--- src/rtl/assert_macros.svh ---
// Assertion macros used by the RTL back end (cft_back).
`ifndef ASSERT_MACROS_SVH
`define ASSERT_MACROS_SVH

// Same-cycle implication
`define CFT_ASSERT_IMP(lbl, ante, cons) \
  lbl: assert property (@(posedge clk) disable iff (!rst_n) (ante) |-> (cons)) \
    else $error("assertion failed");

// Next-cycle implication
`define CFT_ASSERT_NXT(lbl, ante, cons) \
  lbl: assert property (@(posedge clk) disable iff (!rst_n) (ante) |=> (cons)) \
    else $error("assertion failed");

`endif

--- src/rtl/cft_pkg.sv ---
// Package: shared types, constants and codes of the connection-tracking firewall.
package cft_pkg;

  localparam int TABLE_ENTRIES_DEF = 64;

  localparam logic [15:0] ETYPE_VLAN_C = 16'h8100;
  localparam logic [15:0] ETYPE_VLAN_S = 16'h88A8;
  localparam logic [15:0] ETYPE_IPV4   = 16'h0800;
  localparam logic [7:0]  PROTO_TCP    = 8'd6;

  localparam logic [15:0] HDR_LEN_PLAIN  = 16'd54;
  localparam logic [15:0] HDR_LEN_TAGGED = 16'd58;

  localparam logic [63:0] IDLE_TIMEOUT_RST = 64'd60000000000;

  localparam logic [2:0] ST_SYN_SENT  = 3'd0;
  localparam logic [2:0] ST_SYN_RECV  = 3'd1;
  localparam logic [2:0] ST_ESTAB     = 3'd2;
  localparam logic [2:0] ST_FIN_WAIT1 = 3'd3;
  localparam logic [2:0] ST_FIN_WAIT2 = 3'd4;
  localparam logic [2:0] ST_TIME_WAIT = 3'd5;
  localparam logic [2:0] ST_NONE      = 3'd6;

  localparam logic [3:0] R_UNTRACKED = 4'd0;
  localparam logic [3:0] R_NEW       = 4'd1;
  localparam logic [3:0] R_FULL      = 4'd2;
  localparam logic [3:0] R_NOT_SYN   = 4'd3;
  localparam logic [3:0] R_TIMEOUT   = 4'd4;
  localparam logic [3:0] R_ACCEPT    = 4'd5;
  localparam logic [3:0] R_RST       = 4'd6;
  localparam logic [3:0] R_FINAL     = 4'd7;
  localparam logic [3:0] R_BAD       = 4'd8;

  typedef struct packed {
    logic [31:0] ip_hi;
    logic [31:0] ip_lo;
    logic [15:0] port_hi;
    logic [15:0] port_lo;
  } key_t;

  typedef struct packed {
    logic        untracked;
    key_t        key;
    logic [4:0]  flags;
    logic [63:0] now;
  } req_t;

  typedef struct packed {
    key_t        key;
    logic [2:0]  st;
    logic [63:0] last;
  } ent_t;

  typedef enum logic [1:0] {
    BK_IDLE,
    BK_READ,
    BK_CMP,
    BK_EXEC
  } bk_state_t;

endpackage

--- src/rtl/cft_queue.sv ---
// Two-entry request queue between the classifier and the table engine.
module cft_queue (
  input  logic          clk,
  input  logic          rst_n,
  input  logic          push,
  input  cft_pkg::req_t wr_data,
  output logic          full,
  input  logic          pop,
  output logic          rd_valid,
  output cft_pkg::req_t rd_data
);

  cft_pkg::req_t mem_r [2];
  logic       wr_ptr_r;
  logic       rd_ptr_r;
  logic [1:0] cnt_r;
  logic       do_push;
  logic       do_pop;

  assign full     = (cnt_r == 2'd2);
  assign rd_valid = (cnt_r != 2'd0);
  assign rd_data  = mem_r[rd_ptr_r];
  assign do_push  = push && !full;
  assign do_pop   = pop && rd_valid;

  always_ff @(posedge clk) begin
    if (do_push) begin
      mem_r[wr_ptr_r] <= wr_data;
    end
  end

  always_ff @(posedge clk) begin
    if (!rst_n) begin
      wr_ptr_r <= 1'b0;
      rd_ptr_r <= 1'b0;
      cnt_r    <= 2'd0;
    end else begin
      if (do_push) wr_ptr_r <= ~wr_ptr_r;
      if (do_pop)  rd_ptr_r <= ~rd_ptr_r;
      case ({do_push, do_pop})
        2'b10:   cnt_r <= cnt_r + 2'd1;
        2'b01:   cnt_r <= cnt_r - 2'd1;
        default: cnt_r <= cnt_r;
      endcase
    end
  end

endmodule

--- src/rtl/cft_front.sv ---
// Front end: classify a header record, build the normalized key, queue the request.
module cft_front (
  input  logic          clk,
  input  logic          rst_n,
  input  logic          in_push,
  output logic          in_full,
  input  logic [15:0]   in_outer_ethertype,
  input  logic [15:0]   in_inner_ethertype,
  input  logic [15:0]   in_frame_length,
  input  logic [7:0]    in_ip_protocol,
  input  logic [31:0]   in_source_address,
  input  logic [31:0]   in_destination_address,
  input  logic [15:0]   in_source_port,
  input  logic [15:0]   in_destination_port,
  input  logic [4:0]    in_tcp_flags,
  input  logic [63:0]   in_timestamp,
  input  logic          req_pop,
  output logic          req_valid,
  output cft_pkg::req_t req
);

  cft_pkg::req_t cls;
  logic          vlan;
  logic [15:0]   etype;
  logic [15:0]   need;
  logic          sa_gt;
  logic          sp_gt;

  always_comb begin
    vlan   = (in_outer_ethertype == cft_pkg::ETYPE_VLAN_C) ||
             (in_outer_ethertype == cft_pkg::ETYPE_VLAN_S);
    etype  = vlan ? in_inner_ethertype : in_outer_ethertype;
    need   = vlan ? cft_pkg::HDR_LEN_TAGGED : cft_pkg::HDR_LEN_PLAIN;
    sa_gt  = in_source_address > in_destination_address;
    sp_gt  = in_source_port > in_destination_port;
    cls.untracked   = (etype != cft_pkg::ETYPE_IPV4) ||
                      (in_ip_protocol != cft_pkg::PROTO_TCP) ||
                      (in_frame_length < need);
    cls.key.ip_hi   = sa_gt ? in_source_address : in_destination_address;
    cls.key.ip_lo   = sa_gt ? in_destination_address : in_source_address;
    cls.key.port_hi = sp_gt ? in_source_port : in_destination_port;
    cls.key.port_lo = sp_gt ? in_destination_port : in_source_port;
    cls.flags       = in_tcp_flags;
    cls.now         = in_timestamp;
  end

  cft_queue u_queue (
    .clk      (clk),
    .rst_n    (rst_n),
    .push     (in_push),
    .wr_data  (cls),
    .full     (in_full),
    .pop      (req_pop),
    .rd_valid (req_valid),
    .rd_data  (req)
  );

endmodule

--- config.mk ---
export PLATFORM = sky130hd
export DESIGN_NAME = cft_front
export DESIGN_NICKNAME = d
export VERILOG_FILES = /design/src/rtl/assert_macros.svh /design/src/rtl/cft_pkg.sv /design/src/rtl/cft_queue.sv /design/src/rtl/cft_front.sv
export SDC_FILE = /design/constraint.sdc
export NUM_CORES = 1
export LEC_CHECK = 0
export BUFFER_PORTS_ARGS = -buffer_cell sky130_fd_sc_hd__buf_2
export CAP_MARGIN = 10
export CORE_UTILIZATION = 48
export DETAILED_ROUTE_END_ITERATION = 6
export MAX_ROUTING_LAYER = met4
export PLACE_DENSITY = 0.84
export REMOVE_ABC_BUFFERS = 1
export SYNTH_ARGS = -nofsm -noshare
export SYNTH_HDL_FRONTEND = slang
export SYNTH_SLANG_ARGS = --single-unit
--- constraint.sdc ---
create_clock -name clk -period 8.75 [get_ports clk]
set_input_delay 1.3125 -clock clk [delete_from_list [all_inputs] [get_ports clk]]
set_output_delay 1.3125 -clock clk [all_outputs]
set_load 0.005 [all_outputs]
==> impl_metrics.ini <==
[outcome]
status = finished clean

[timing]
fmaxAchievable_ghz = 0.226
min_period_ps = 4430
finalSetupViolations = 0
drv_slew = 0
finClkSkew_ps = 11.9
hold_violations = 0
timing.slew.headroom_pct = 31.4
fin_crit_sh_pct = 50.7
tightest_slew_ps = 1030
grt_setup_unrepaired = no

[drt]
dr.pass1.iters = 4
num_vias = 8802
drcViolationCount = 0
viasPerCell = 5.22
drtIter0Drc = 419
wl_per_cell_microns = 18.8
wirelength_mm = 31.7
drt.antenna.violating_nets = 0

[clock_tree]
cts_root_buf = clkbuf_16
ctsResizeCount = 0
cts_hold_buf = 0
cts_tree = built
cts.clk_slew.worst_paths_ps = 60
cts_buffers = 36
clock-sinks = 337
ctsHtreeMaxLevel = 2
cts_setup_buffers = 0
clockBufferDepth = 3
clock_latency_ps = 520

[placement]
io_buffer_count = 391
hpwl_mm = 22.0
gp_congestion = 0.774
dp_cells = 1620

[worst_setup_path]
required_ps = 9000
cp_num_buf_inv = 3
reg2reg_depth = 4
worstPathCellList = buf_2 > inv_1 > ha_1 > nand4_2 > nor4_2 > nand3_1 > a22oi_4 > buf_4 > mux2_2
rrSetupSlack_ps = 5920
crit_path_end_kind = flop
r2r_end = u_queue.mem_r[1][76]
start_kind = input pin
critPathMaxFanout = 44
crit_slowest_cell = a22oi_4
critical_path_class = in2reg
path_delay_family = buffers and inverters
max_stage_delay_ps = 820
cp.arrival_ps = 4680
r2r_start = u_queue.cnt_r[0]

[worst_hold_path]
hp-class = reg2reg
min_path_cells = 2
hold_path_startpoint = u_queue.rd_ptr_r

[finish]
finalNonFillerCells = 1687
drive_above_1_share_pct = 55.5
layout.nets = 1538
fill_cells = 2244
area_growth_pct = 23.3

[synth]
netlist_instances = 851
yosysMostFrequentCell = edfxtp_1
seq_area_frac_synth_pct = 67.1
syn_avg_cell_area_sq_um = 17.6
syn-cell-area_sq_mm = 0.0150
ys_ff_latch = 337
synth-main-ff-cell = edfxtp_1
synth.area.top_cells = edfxtp_1 (66%), mux2_2 (15%), mux2_4 (6.0%)
synth_top_area_share_pct = 66.5
synth_top_area_cell = edfxtp_1
synth_top_cells_by_count = edfxtp_1 (332), mux2_2 (202), mux2_4 (60)
synth-edff-count = 332
async_reset_ff_share_pct = 0
synth_cell_types = 40
yosysWarnings = 0

[power_and_ir_drop]
power-per-cell-area_mw_per_mm2 = 259
power_mw = 4.79
ir_worst_vdd_v = 0.000188
power.leakage_nw = 7.42

[die]
rows = 64
ios = 393
initial_core_util_pct = 48.9
core_area_sq_mm = 0.0307
die_w_microns = 179
die_h_microns = 179
die_area_sq_mm = 0.0320

[global_routing]
use_met1_pct = 22.4
grt_pass1_wl_mm = 47.4
grt_max_degree = 87
grt_overflow = 0
antenna_found_initial = 0
grt_pass1_vias = 9096
use_met2_pct = 34.2
grt_util_met3_pct = 5.20
gr-max-usage-layer = met2
grt.total_usage_pct = 19.7

[flow_run]
drv_cap = 0
## state kept, by name, summed over array words and instances, names as in the netlist, named ones only
signal            count
u_queue.mem_r       332
u_queue.cnt_r         2
u_queue.rd_ptr_r      1
u_queue.wr_ptr_r      1
## cells by family (layout without fill, tap and decap cells)
| kind of cell | count (synthesis) | in the layout | share of synthesized area, % |
|---|---|---|---|
| XOR/XNOR | 3 | 3 | 0.175 |
| multiplexers | 262 | 262 | 21.2 |
| adder cells (fa/ha/maj) | 51 | 51 | 4.25 |
| AND/OR/NAND/NOR | 72 | 72 | 2.74 |
| flip-flops | 337 | 337 | 67.1 |
| AO/OA/AOI/OAI | 47 | 47 | 2.06 |
| buffers and inverters | 79 | 517 | 2.45 |
| other | 0 | 2 | 0 |
## cell type report
type	count	area [sq um]	area share [%]
flip-flops and latches	337	10100	54.5
multi-input cells	435	4580	24.8
repair buffers	400	2040	11.0
clock buffers	48	966	5.23
well taps	396	495	2.68
inverters	52	195	1.06
clock inverters	17	131	0.711
diodes	2	5.00	0.0271
## layer usage
metal / share of wire, % / routed length (microns)
met5: 0 / 0
met1: 39 / 12400
met2: 51 / 16300
met4: 2.1 / 658
met3: 7.6 / 2430
## worst max path at each step
stage                       endpoint  depth (start not counted)                        from  slack, ps
2_1_floorplan    u_queue.mem_r[0][0]                          2                     in_push       -250
3_3_place_gp   u_queue.mem_r[0][133]                          9  in_destination_address[14]       3840
3_5_place_dp   u_queue.mem_r[0][134]                          9  in_destination_address[14]       3780
4_1_cts        u_queue.mem_r[1][134]                          9  in_destination_address[14]       4310
5_1_grt        u_queue.mem_r[1][134]                          9   in_destination_address[7]       4220
6_report       u_queue.mem_r[1][134]                          9  in_destination_address[15]       4320
## worst register-to-register path: stages, from the launching register on
cell,delay [ps]
dfxtp_1,390
nand2b_1,180
and3_4,520
buf_4,710
buf_4,620
## layout by cell type, fill, tap and decap left out, types with 5 or more instances in the layout
master / instances
nor2_1: 8
ha_1: 51
clkinv_1: 10
mux2_2: 202
o21ai_0: 9
clkbuf_16: 36
nor2b_1: 7
inv_1: 52
clkbuf_1: 10
buf_2: 391
nor3_1: 5
nand2_1: 12
mux2_4: 60
nor4_1: 5
edfxtp_1: 332
buf_4: 8
nand4_1: 13
a21oi_1: 17
## metrics by stage
stage | setup slack, ps | TNS [ps] | util [%] | area [sq um] | hold slack (ps)
floorplan | -247 | -41240 | - | 14800 | 473
finish | 4320 | 0 | 60.3 | 18500 | 552
CTS | 4310 | 0 | 60.3 | 18500 | 552
global route | 4220 | 0 | 60.3 | 18500 | 571
global placement | 3840 | 0 | 56.7 | 17400 | 485
detailed placement | 3780 | 0 | 56.7 | 17400 | 530
## power breakdown
| part | switching (mW) | leakage, nW | total [mW] | internal (mW) |
|---|---|---|---|---|
| registers | 0.0802 | 3.14 | 2.15 | 2.07 |
| clock network | 0.597 | 0.532 | 1.41 | 0.810 |
| logic | 0.601 | 3.74 | 1.23 | 0.630 |
Power figures use the tool's default switching activity.
